## src/hdl/dilp_pkg.sv

```systemverilog
// types, codes and helper functions of the decimal integer literal parser
package dilp_pkg;

    typedef enum logic [1:0] {
        PH_IDLE   = 2'd0,
        PH_SKIP   = 2'd1,
        PH_SIGN   = 2'd2,
        PH_DIGITS = 2'd3
    } t_phase;

    typedef enum logic [1:0] {
        WM_8  = 2'd0,
        WM_16 = 2'd1,
        WM_32 = 2'd2,
        WM_64 = 2'd3
    } t_width;

    typedef enum logic [2:0] {
        ST_OK             = 3'd0,
        ST_NOT_NUMBER     = 3'd1,
        ST_TOO_LARGE      = 3'd2,
        ST_SIGN_UNSIGNED  = 3'd3,
        ST_MISSING_SUFFIX = 3'd4
    } t_status;

    typedef enum logic [0:0] {
        CFG_WIDTH_MODE    = 1'b0,
        CFG_UNSIGNED_MODE = 1'b1
    } t_cfg_idx;

    localparam logic [1:0] WIDTH_MODE_RESET    = 2'd2;
    localparam logic       UNSIGNED_MODE_RESET = 1'b0;

    localparam logic [7:0] CH_SPACE      = 8'h20;
    localparam logic [7:0] CH_TAB        = 8'h09;
    localparam logic [7:0] CH_NEWLINE    = 8'h0A;
    localparam logic [7:0] CH_MINUS      = 8'h2D;
    localparam logic [7:0] CH_ZERO       = 8'h30;
    localparam logic [7:0] CH_NINE       = 8'h39;
    localparam logic [7:0] CH_UNDERSCORE = 8'h5F;
    localparam logic [7:0] CH_UPPER_L    = 8'h4C;
    localparam logic [7:0] CH_LOWER_L    = 8'h6C;
    localparam logic [7:0] CH_UPPER_U    = 8'h55;
    localparam logic [7:0] CH_LOWER_U    = 8'h75;

    typedef struct packed {
        logic        emit;
        logic [63:0] value;
        t_status     status;
        logic        consumed;
        logic [31:0] line;
    } t_parse_result;

    // largest accumulator that may still take one more digit
    function automatic logic [63:0] digit_limit(input t_width w, input logic uns);
        logic [63:0] lim;
        lim = '0;
        case (w)
            WM_8:    lim = uns ? 64'h18 : 64'hB;
            WM_16:   lim = uns ? 64'h1998 : 64'hCCB;
            WM_32:   lim = uns ? 64'h1999_9998 : 64'hCCC_CCCB;
            WM_64:   lim = uns ? 64'h1999_9999_9999_9998 : 64'h0CCC_CCCC_CCCC_CCCB;
            default: lim = '0;
        endcase
        return lim;
    endfunction

    function automatic logic [63:0] width_mask(input t_width w);
        logic [63:0] m;
        m = '0;
        case (w)
            WM_8:    m = {56'd0, 8'hFF};
            WM_16:   m = {48'd0, 16'hFFFF};
            WM_32:   m = {32'd0, 32'hFFFF_FFFF};
            WM_64:   m = '1;
            default: m = '1;
        endcase
        return m;
    endfunction

endpackage

```

## src/hdl/dilp_in_if.sv

```systemverilog
// character word channel of the literal parser
interface dilp_in_if;
    logic       valid;
    logic       ready;
    logic [7:0] ch;
    logic       start_req;

    modport source(output valid, output ch, output start_req, input ready);
    modport sink(input valid, input ch, input start_req, output ready);
endinterface

```

## src/hdl/dilp_out_if.sv

```systemverilog
// result word channel of the literal parser
interface dilp_out_if;
    logic        valid;
    logic        ready;
    logic [63:0] value;
    logic [2:0]  status;
    logic        consumed_terminator;
    logic [31:0] line_number;

    modport source(output valid, output value, output status,
                   output consumed_terminator, output line_number, input ready);
    modport sink(input valid, input value, input status,
                 input consumed_terminator, input line_number, output ready);
endinterface

```

## src/hdl/decimal_integer_literal_parser.sv

```systemverilog
// top level of the decimal integer literal parser
//
//  channel   dir  handshake          payload
//  i_ch      in   valid/ready        ch[7:0], start_req
//  o_res     out  valid/ready        value[63:0], status[2:0], consumed_terminator,
//                                    line_number[31:0]
//  i_cfg_*   in   write enable only  idx[0], data[1:0]
//
// one word per cycle sustained while the result side is not stalled; an accepted word passes
// the input register, then the step logic into the result register
// synchronous active-low reset: width mode 32 bit, signed, parser idle, line count 0
// a stalled result holds the step logic; the input register takes a word only while it is empty
module decimal_integer_literal_parser
    import dilp_pkg::*;
(
    input  logic        i_clk,
    input  logic        i_rst_n,
    dilp_in_if.sink     i_ch,
    dilp_out_if.source  o_res,
    input  logic        i_cfg_we,
    input  logic [0:0]  i_cfg_idx,
    input  logic [1:0]  i_cfg_data
);

    logic          r_in_valid;
    logic [7:0]    r_ch;
    logic          r_start;
    logic          r_out_valid;
    t_parse_result r_res;
    t_width        r_width;
    logic          r_unsigned;

    logic          w_adv;
    logic          w_in_ready;
    t_parse_result w_step;

    assign w_adv      = r_in_valid && (!r_out_valid || o_res.ready);
    assign w_in_ready = !r_in_valid || w_adv;
    assign i_ch.ready = w_in_ready;

    always_ff @(posedge i_clk) begin
        if (!i_rst_n) begin
            r_width    <= t_width'(WIDTH_MODE_RESET);
            r_unsigned <= UNSIGNED_MODE_RESET;
        end else if (i_cfg_we) begin
            case (t_cfg_idx'(i_cfg_idx))
                CFG_WIDTH_MODE:    r_width    <= t_width'(i_cfg_data);
                CFG_UNSIGNED_MODE: r_unsigned <= i_cfg_data[0];
                default:           r_unsigned <= r_unsigned;
            endcase
        end
    end

    always_ff @(posedge i_clk) begin
        if (!i_rst_n) begin
            r_in_valid <= 1'b0;
        end else if (w_in_ready) begin
            r_in_valid <= i_ch.valid;
        end
    end

    always_ff @(posedge i_clk) begin
        if (w_in_ready && i_ch.valid) begin
            r_ch    <= i_ch.ch;
            r_start <= i_ch.start_req;
        end
    end

    dilp_parse u_parse (
        .i_clk      (i_clk),
        .i_rst_n    (i_rst_n),
        .i_adv      (w_adv),
        .i_ch       (r_ch),
        .i_start    (r_start),
        .i_width    (r_width),
        .i_unsigned (r_unsigned),
        .o_res      (w_step)
    );

    always_ff @(posedge i_clk) begin
        if (!i_rst_n) begin
            r_out_valid <= 1'b0;
        end else if (w_adv) begin
            r_out_valid <= w_step.emit;
        end else if (o_res.ready) begin
            r_out_valid <= 1'b0;
        end
    end

    always_ff @(posedge i_clk) begin
        if (w_adv && w_step.emit) begin
            r_res <= w_step;
        end
    end

    assign o_res.valid               = r_out_valid;
    assign o_res.value               = r_res.value;
    assign o_res.status              = r_res.status;
    assign o_res.consumed_terminator = r_res.consumed;
    assign o_res.line_number         = r_res.line;

    // error results carry a zero value
    a_err_zero: assert property (@(posedge i_clk) disable iff (!i_rst_n)
        r_out_valid && r_res.status != ST_OK |-> r_res.value == 64'd0)
        else $error("error result with nonzero value");

    // consumed suffix only on a good parse
    a_cons_ok: assert property (@(posedge i_clk) disable iff (!i_rst_n)
        r_out_valid && r_res.consumed |-> r_res.status == ST_OK)
        else $error("consumed terminator on failed parse");

    // a word in the input register is never dropped while the step stalls
    a_in_hold: assert property (@(posedge i_clk) disable iff (!i_rst_n)
        r_in_valid && !w_adv |=> r_in_valid && $stable(r_ch) && $stable(r_start))
        else $error("input word lost during stall");

endmodule

```

## src/hdl/dilp_parse.sv

```systemverilog
// parse state registers and the per-character step logic
module dilp_parse
    import dilp_pkg::*;
(
    input  logic          i_clk,
    input  logic          i_rst_n,
    input  logic          i_adv,
    input  logic [7:0]    i_ch,
    input  logic          i_start,
    input  t_width        i_width,
    input  logic          i_unsigned,
    output t_parse_result o_res
);

    t_phase      r_phase, n_phase;
    logic [63:0] r_acc, n_acc;
    logic        r_neg, n_neg;
    logic        r_us, n_us;
    logic [31:0] r_line, n_line;

    t_phase      w_phase;
    logic [63:0] w_acc;
    logic        w_neg;
    logic        w_us;
    logic        w_digit;
    logic [63:0] w_dval;
    logic [63:0] w_next_acc;
    logic [63:0] w_signed_acc;
    logic        w_suffix_ok;

    assign w_digit      = (i_ch >= CH_ZERO) && (i_ch <= CH_NINE);
    assign w_dval       = {60'd0, 4'(i_ch - CH_ZERO)};
    assign w_phase      = i_start ? PH_SKIP : r_phase;
    assign w_acc        = i_start ? 64'd0 : r_acc;
    assign w_neg        = i_start ? 1'b0 : r_neg;
    assign w_us         = i_start ? 1'b0 : r_us;
    assign w_next_acc   = (w_acc << 3) + (w_acc << 1) + w_dval;
    assign w_signed_acc = w_neg ? (64'd0 - w_acc) : w_acc;
    assign w_suffix_ok  = i_unsigned ? (i_ch == CH_UPPER_U || i_ch == CH_LOWER_U)
                                     : (i_ch == CH_UPPER_L || i_ch == CH_LOWER_L);

    always_comb begin
        n_phase        = w_phase;
        n_acc          = w_acc;
        n_neg          = w_neg;
        n_us           = w_us;
        n_line         = r_line;
        o_res.emit     = 1'b0;
        o_res.value    = '0;
        o_res.status   = ST_OK;
        o_res.consumed = 1'b0;
        o_res.line     = r_line;
        case (w_phase)
            PH_SKIP: begin
                if (i_ch == CH_SPACE || i_ch == CH_TAB) begin
                    n_phase = PH_SKIP;
                end else if (i_ch == CH_NEWLINE) begin
                    n_line = r_line + 32'd1;
                end else if (i_ch == CH_MINUS) begin
                    if (i_unsigned) begin
                        o_res.emit   = 1'b1;
                        o_res.status = ST_SIGN_UNSIGNED;
                        n_phase      = PH_IDLE;
                    end else begin
                        n_neg   = 1'b1;
                        n_phase = PH_SIGN;
                    end
                end else if (!w_digit) begin
                    o_res.emit   = 1'b1;
                    o_res.status = ST_NOT_NUMBER;
                    n_phase      = PH_IDLE;
                end else begin
                    n_acc   = w_dval;
                    n_phase = PH_DIGITS;
                end
            end
            PH_SIGN: begin
                if (!w_digit) begin
                    o_res.emit   = 1'b1;
                    o_res.status = ST_NOT_NUMBER;
                    n_phase      = PH_IDLE;
                end else begin
                    n_acc   = w_dval;
                    n_phase = PH_DIGITS;
                end
            end
            PH_DIGITS: begin
                if (w_digit) begin
                    if (w_acc > digit_limit(i_width, i_unsigned)) begin
                        o_res.emit   = 1'b1;
                        o_res.status = ST_TOO_LARGE;
                        n_phase      = PH_IDLE;
                    end else begin
                        n_acc = w_next_acc;
                        n_us  = 1'b0;
                    end
                end else if (i_ch == CH_UNDERSCORE && i_width == WM_64 && !w_us) begin
                    n_us = 1'b1;
                end else begin
                    o_res.emit = 1'b1;
                    n_phase    = PH_IDLE;
                    if (i_width == WM_64 && !w_suffix_ok) begin
                        o_res.status = ST_MISSING_SUFFIX;
                    end else begin
                        o_res.value    = w_signed_acc & width_mask(i_width);
                        o_res.consumed = (i_width == WM_64) && i_unsigned;
                    end
                end
            end
            default: begin
                n_phase = PH_IDLE;
            end
        endcase
    end

    always_ff @(posedge i_clk) begin
        if (!i_rst_n) begin
            r_phase <= PH_IDLE;
            r_acc   <= '0;
            r_neg   <= 1'b0;
            r_us    <= 1'b0;
            r_line  <= '0;
        end else if (i_adv) begin
            r_phase <= n_phase;
            r_acc   <= n_acc;
            r_neg   <= n_neg;
            r_us    <= n_us;
            r_line  <= n_line;
        end
    end

endmodule

```

## src/flat_wrapper.sv

```systemverilog
// flat-port wrapper written by rule: the top's interface ports become plain ports
module decimal_integer_literal_parser_flat import dilp_pkg::*;
  (i_clk, i_rst_n, i_cfg_we, i_cfg_idx, i_cfg_data, i_ch_valid, i_ch_ch, i_ch_start_req, i_ch_ready, o_res_valid, o_res_value, o_res_status, o_res_consumed_terminator, o_res_line_number, o_res_ready);
  dilp_in_if i_ch_i ();
  dilp_out_if o_res_i ();
  input  logic i_clk;
  input  logic i_rst_n;
  input  logic i_cfg_we;
  input  logic [0:0] i_cfg_idx;
  input  logic [1:0] i_cfg_data;
  input wire logic [$bits(i_ch_i.valid)-1:0] i_ch_valid;
  input wire logic [$bits(i_ch_i.ch)-1:0] i_ch_ch;
  input wire logic [$bits(i_ch_i.start_req)-1:0] i_ch_start_req;
  output wire logic [$bits(i_ch_i.ready)-1:0] i_ch_ready;
  output wire logic [$bits(o_res_i.valid)-1:0] o_res_valid;
  output wire logic [$bits(o_res_i.value)-1:0] o_res_value;
  output wire logic [$bits(o_res_i.status)-1:0] o_res_status;
  output wire logic [$bits(o_res_i.consumed_terminator)-1:0] o_res_consumed_terminator;
  output wire logic [$bits(o_res_i.line_number)-1:0] o_res_line_number;
  input wire logic [$bits(o_res_i.ready)-1:0] o_res_ready;
  assign i_ch_i.valid = i_ch_valid;
  assign i_ch_i.ch = i_ch_ch;
  assign i_ch_i.start_req = i_ch_start_req;
  assign i_ch_ready = i_ch_i.ready;
  assign o_res_valid = o_res_i.valid;
  assign o_res_value = o_res_i.value;
  assign o_res_status = o_res_i.status;
  assign o_res_consumed_terminator = o_res_i.consumed_terminator;
  assign o_res_line_number = o_res_i.line_number;
  assign o_res_i.ready = o_res_ready;
  decimal_integer_literal_parser u_core (.i_clk(i_clk), .i_rst_n(i_rst_n), .i_ch(i_ch_i), .o_res(o_res_i), .i_cfg_we(i_cfg_we), .i_cfg_idx(i_cfg_idx), .i_cfg_data(i_cfg_data));
endmodule
```

## config.mk

```make
export PLATFORM = sky130hd
export DESIGN_NAME = decimal_integer_literal_parser_flat
export DESIGN_NICKNAME = d
export VERILOG_FILES = /design/src/hdl/dilp_pkg.sv /design/src/hdl/dilp_in_if.sv /design/src/hdl/dilp_out_if.sv /design/src/hdl/decimal_integer_literal_parser.sv /design/src/hdl/dilp_parse.sv /design/src/flat_wrapper.sv
export SDC_FILE = /design/constraint.sdc
export NUM_CORES = 1
export LEC_CHECK = 0
export BUFFER_PORTS_ARGS = -buffer_cell sky130_fd_sc_hd__buf_2
export CORE_ASPECT_RATIO = 1.25
export CORE_UTILIZATION = 45
export DETAILED_ROUTE_END_ITERATION = 16
export SLEW_MARGIN = 20
export SYNTH_ARGS = -nofsm -noshare
export SYNTH_HDL_FRONTEND = slang
export SYNTH_SLANG_ARGS = --single-unit
```

## constraint.sdc

```tcl
create_clock -name i_clk -period 7.71 [get_ports i_clk]
set_input_delay 0.771 -clock i_clk [delete_from_list [all_inputs] [get_ports i_clk]]
set_output_delay 0.771 -clock i_clk [all_outputs]
set_load 0.005 [all_outputs]
```

==> results of run 1 <==
[where the power goes]
group          internal, mW  switching, mW  total [mW]
combinational        0.0357         0.0721       0.108
sequential             1.20         0.0102        1.21
clock                 0.709          0.499        1.21
total                  1.95          0.581        2.53
[worst max-delay path, stage by stage, from the launching register on]
cell and delay (ps):
edfxtp_1 330, buf_4 440, buf_4 560, nor2b_1 160
ha_1 220, ha_1 210, fa_1 400, a21oi_1 220
o22ai_1 150, o211ai_1 480, nor4_1 100, a211oi_1 730
o31a_1 310, o21bai_1 130, nor3b_1 170, or4_1 460
a31o_2 230
[final cells by class]
cell class	instances	area, um^2
inverter	48	180
sequential	214	5380
timing repair buffer	131	688
fill	3184	16400
clock inverter	16	189
multi-input combinational	1396	9640
clock buffer	28	647
tap	423	529
[synthesized netlist by cell type (29+ instances only)]
cell and n:
dfxtp_1 105, xnor2_1 70, inv_1 48, nand2_1 113, nor3_1 29, a21oi_1 104
nor2b_1 103, xor2_1 76, nand3_1 47, clkbuf_1 74, ha_1 169, o31ai_1 33
nand4_1 35, nor2_1 173, o21ai_0 83, edfxtp_1 109, and2_1 38
[metal layers]
layer	vias to the layer above	track usage [%]	part of all wire, %
li1	6516	-	-
met4	2	9.14	3.2
met5	-	0	0.029
met3	68	2.32	4.9
met1	6238	34.4	47
met2	372	40.0	45
[final timing paths]
path	slack, ps	depth (start not counted)	startpoint	end
worst max-delay path	2270	16	u_core.r_start	u_core.u_parse.r_acc[62]
worst max register to register	2270	16	u_core.r_start	u_core.u_parse.r_acc[62]
worst min register to register	430	0	u_core.u_parse.r_line[28]	u_core.o_res.line_number[28]
worst min-delay path	420	1	i_ch_start_req	u_core.r_start
[logic make-up after synthesis]
kind of cell,count (synthesis),synth area share (%)
simple gates,636,20.8
fa+ha+maj,170,13.8
mux,8,0.526
buf+inv,126,3.06
compound gates,436,18.8
flops,214,34.7
xor+xnor,146,8.26
[flip-flops by register name (all words and copies together) (netlist names)]
signal                            count
u_core.r_ch                           8
u_core.o_res.status                   3
u_core.o_res.valid                    1
u_core.u_parse.r_line                32
u_core.r_in_valid                     1
u_core.u_parse.r_phase                2
u_core.o_res.value                   64
u_core.u_parse.r_neg                  1
u_core.u_parse.r_acc                 64
u_core.r_unsigned                     1
u_core.o_res.line_number             32
u_core.u_parse.r_us                   1
u_core.r_start                        1
u_core.o_res.consumed_terminator      1
u_core.r_width                        2
==> impl_metrics.py, run 1 <==
metrics = {
    "sta": {
        "final.setup.worst_slack_ps": 2270,
        "setup_tns_ps": 0,
        "hold_violations": 0,
        "rsz0062_at_grt": "false",
        "period_minus_slack_ps": 5440,
        "relSlewSlack_pct": 36.6,
        "tightest_slew_ps": 946,
        "slew_violations": 0,
        "clock.fmax_mhz": 184,
        "fin_worst_skew_ps": 16.5,
        "whs_ps": 423,
        "setup_viol": 0,
        "fin_crit_sh_pct": 70.6,
    },
    "global_routing": {
        "antenna_found_initial": 1,
        "grt_overflow_total": 0,
        "grt_max_degree": 85,
        "grt_pass1_vias": 12500,
        "grt_pass1_wl_um": 69100,
        "grt.total_usage_pct": 24.8,
    },
    "logic_synthesis": {
        "ys_seq_elements": 214,
        "syn_avg_cell_area_um2": 8.91,
        "yosys_warnings": 0,
        "syn_area_mm2": 0.0155,
        "synth_edf_count": 109,
        "syn-num-nets": 1923,
        "synth_cell_types": 71,
        "synthArstFlopShare_pct": 0,
        "seq_area_frac_synth_pct": 34.7,
        "synth_largest_area_cell": "edfxtp_1",
        "synth_ff_type": "edfxtp_1",
        "synthCells": 1736,
        "synth_top_area_share_pct": 21.2,
        "synth.area.top_cells": "edfxtp_1 21%, ha_1 14%, dfxtp_1 14%",
    },
    "clock_tree": {
        "clock_sinks": 214,
        "cts_hold_buf": 0,
        "postCtsSetupBuffers": 0,
        "clk_path_buf_depth": 3,
        "cts_root_buf": "clkbuf_16",
        "post_cts_resized": 0,
        "clk_pin_slew_ps": 70,
        "htreeDepth": 1,
        "clkLatencyLatePin_ps": 540,
        "cts_tree": "yes",
        "numCtsBuffers": 24,
    },
    "detailed_routing": {
        "routed_wl_um": 44200,
        "vias": 13200,
        "drtIter0Drc": 976,
        "post-route-drc-count": 0,
        "avgRoutedWirePerCell_um": 19.6,
        "vias_per_cell": 5.85,
        "ant_nets": 0,
        "drtPass1Iterations": 6,
    },
    "cells_and_area": {
        "final_common_cell": "nor2_1",
        "postLayoutCoreUtil_pct": 51.2,
        "final_cell_mix": "173 x nor2_1, 169 x ha_1, 118 x buf_2, 113 x nand2_1, 109 x edfxtp_1",
        "synthToLayoutAreaGrowth_pct": 11.5,
        "nets": 2002,
        "antenna-diode-count": 0,
        "instances_no_fill": 2256,
        "drive_gt1_share_pct": 11.1,
        "final_area_mm2": 0.0173,
    },
    "die": {
        "die_area_mm2": 0.0351,
        "die_h_um": 209,
        "start_util_pct": 45.9,
        "coreArea_mm2": 0.0337,
        "std_cell_rows": 75,
        "io_pins": 119,
        "die_w_um": 168,
    },
    "power": {
        "power_density_mw_per_mm2": 147,
        "leakagePower_nw": 7.17,
        "total_power_mw": 2.53,
        "ir_drop_uv": 119,
    },
    "hold_path": {
        "hold_class": "in2reg",
    },
    "placed_design": {
        "hpwl_um": 34100,
        "port_buffers": 118,
        "pre_cts_slack_ps": 2260,
        "dpl-instance-area_mm2": 0.0164,
        "dp_cells": 2212,
        "gp_congestion": 0.944,
    },
    "worst_setup_path": {
        "critical_path_class": "reg2reg",
        "crit_path_max_fanout": 51,
        "cp-end-kind": "register",
        "cp-start-kind": "register",
        "arrival_ps": 5880,
        "worstPathRequired_ps": 8150,
    },
    "status": {
        "status": "finished clean",
    },
    "flow_run": {
        "maxCapViolations": 0,
    },
}
Power figures use the tool's default switching activity.
==> run 2: changes to the inputs <==
Settings changed: ABC_AREA from default to 1.
Clock period 7.71 ns to 4.5 ns, I/O delays scaled along.
==> run 2 against run 1 <==
Maximum frequency is 31% higher. Non-clock buffer count is 65 higher. Global-route usage is 10 points higher. Clock-buffer cell count stayed put. Largest power group unchanged. Highest routed layer is now met4. Cell area is 29% higher. Die area is 27% higher. Worst hold slack worse by 350 ps.
==> impl_metrics.py, run 2 <==
metrics = {
    "clock_tree": {
        "clock_sinks": 214,
        "clkLatencyLatePin_ps": 550,
        "cts_hold_buf": 0,
        "htreeDepth": 1,
        "clk_pin_slew_ps": 70,
        "numCtsBuffers": 25,
        "clk_path_buf_depth": 3,
        "post_cts_resized": 0,
        "cts_root_buf": "clkbuf_16",
        "postCtsSetupBuffers": 0,
        "cts_tree": "yes",
    },
    "global_routing": {
        "antenna_found_initial": 1,
        "grt_max_degree": 62,
        "grt_pass1_vias": 20500,
        "grt_pass1_wl_um": 120000,
        "grt_overflow_total": 0,
        "grt.total_usage_pct": 35.1,
    },
    "sta": {
        "clock.fmax_mhz": 240,
        "hold_violations": 0,
        "rsz0062_at_grt": "false",
        "slew_violations": 0,
        "setup_tns_ps": 0,
        "fin_crit_sh_pct": 92.4,
        "tightest_slew_ps": 1050,
        "period_minus_slack_ps": 4160,
        "relSlewSlack_pct": 30.1,
        "fin_worst_skew_ps": 29.4,
        "setup_viol": 0,
    },
    "logic_synthesis": {
        "syn-num-nets": 3342,
        "syn_area_mm2": 0.0197,
        "seq_area_frac_synth_pct": 27.3,
        "synthArstFlopShare_pct": 0,
        "synth_edf_count": 109,
        "synth_cell_types": 56,
        "yosys-top-cells-count": "967 x nand2_1, 526 x inv_1, 319 x nor2_1",
        "synth_top_area_share_pct": 18.4,
        "syn_avg_cell_area_um2": 6.24,
        "synth.area.top_cells": "nand2_1 18%, edfxtp_1 17%, ha_1 11%",
        "synth_largest_area_cell": "nand2_1",
        "synthCells": 3155,
        "yosys_warnings": 0,
        "yosys.cell_count.top_type": "nand2_1",
        "synth_ff_type": "edfxtp_1",
        "ys_seq_elements": 214,
    },
    "power": {
        "leakagePower_nw": 11.4,
        "ir_drop_uv": 264,
        "power_density_mw_per_mm2": 227,
    },
    "detailed_routing": {
        "post-route-drc-count": 0,
        "routed_wl_um": 79200,
        "drtIter0Drc": 2085,
        "ant_nets": 0,
        "vias": 21600,
        "avgRoutedWirePerCell_um": 20.4,
        "drtPass1Iterations": 6,
        "vias_per_cell": 5.55,
    },
    "worst_setup_path": {
        "arrival_ps": 4620,
        "cp-end-kind": "register",
        "critical_path_class": "reg2reg",
        "worstPathRequired_ps": 4960,
        "crit_path_max_fanout": 29,
        "cp-start-kind": "register",
    },
    "placed_design": {
        "gp_congestion": 1.03,
        "hpwl_um": 62900,
        "dp_cells": 3842,
        "port_buffers": 118,
    },
    "hold_path": {
        "hold_class": "in2reg",
    },
    "die": {
        "io_pins": 119,
        "std_cell_rows": 85,
        "die_area_mm2": 0.0446,
        "die_w_um": 189,
        "coreArea_mm2": 0.0431,
        "die_h_um": 236,
        "start_util_pct": 45.7,
    },
    "cells_and_area": {
        "postLayoutCoreUtil_pct": 51.5,
        "drive_gt1_share_pct": 9.54,
        "antenna-diode-count": 0,
        "final_common_cell": "nand2_1",
        "nets": 3491,
        "instances_no_fill": 3887,
        "final_cell_mix": "967 x nand2_1, 523 x inv_1, 309 x nor2_1, 245 x a21oi_1, 206 x nand3_1",
        "synthToLayoutAreaGrowth_pct": 12.7,
    },
    "status": {
        "status": "finished clean",
    },
    "flow_run": {
        "maxCapViolations": 0,
    },
}
## run 2: cell types whose count changed after synthesis, moves of 34 or more
cell | before | now
nand2_1 | 113 | 967
clkbuf_1 | 74 | 38
xor2_1 | 76 | 15
xnor2_1 | 70 | 26
a21oi_1 | 104 | 247
nor2_1 | 173 | 319
and2_1 | 38 | 4
nand3_1 | 47 | 206
nor2b_1 | 103 | 0
inv_1 | 48 | 526
## run 2: layout make-up
cell class / count / area (um^2)
sequential: 214 / 5380
fill: 4485 / 20900
timing repair buffer: 196 / 1250
clock inverter: 17 / 154
multi-input combinational: 2330 / 12000
tap: 565 / 707
inverter: 537 / 2020
clock buffer: 28 / 657
## run 2: logic make-up (layout without fill, tap and decap cells)
family	Yosys count	in the layout	share of synthesized area, %
simple gates	1685	1685	36.0
buf+inv	611	778	12.1
compound gates	434	434	12.0
flops	214	214	27.3
fa+ha+maj	170	170	10.8
xor+xnor	41	41	1.82
## run 2: power breakdown
part / internal [mW] / total (mW) / switching, mW
clock network: 1.13 / 2.07 / 0.937
logic: 0.244 / 0.850 / 0.606
registers: 2.08 / 2.12 / 0.0372
total: 3.46 / 5.04 / 1.58
## run 2: worst max-delay path, stage by stage, from the launching register on
cell,delay (ps)
edfxtp_1,470
inv_4,350
nand2_1,250
inv_1,370
ha_1,310
ha_1,360
nand2_1,110
nor2_1,230
nand2_1,100
nor2_1,120
nand2_1,90
nand3_1,220
nand2_1,130
o21bai_1,320
nor2_1,80
nor3_1,270
buf_4,150
nor2_1,30
nor2_1,70
## run 2: stage by stage
| step | setup WS (ps) | hold WS (ps) | cell area (um^2) | total power [mW] |
|---|---|---|---|---|
| detailed placement | 438 | 455 | 21400 | 2.99 |
| floorplan | 0.711 | 430 | 19700 | 2.69 |
| finish | 341 | 75.5 | 22200 | 5.04 |
| CTS | 416 | 64.7 | 22200 | 5.04 |
| global placement | 499 | 455 | 21400 | 2.98 |
| global route | 19.6 | 79.5 | 22200 | 5.21 |
## run 2: metal layers
metal | wire [um] | track usage (%) | vias up
li1 | - | - | 10500
met1 | 33400 | 45.9 | 10000
met2 | 36700 | 58.8 | 974
met3 | 6040 | 4.21 | 124
met4 | 3090 | 13.6 | 0
met5 | 0 | 0 | -
## run 2: worst paths after layout
| kind | from | to | slack, ps | cells after the start |
|---|---|---|---|---|
| setup / recovery | u_core.r_start | u_core.u_parse.r_acc[41] | 340 | 18 |
| hold / removal | i_ch_ch[7] | u_core.r_ch[7] | 80 | 1 |
| hold reg to reg | u_core.u_parse.r_line[30] | u_core.o_res.line_number[30] | 470 | 0 |
| setup reg to reg | u_core.r_start | u_core.u_parse.r_acc[41] | 340 | 18 |
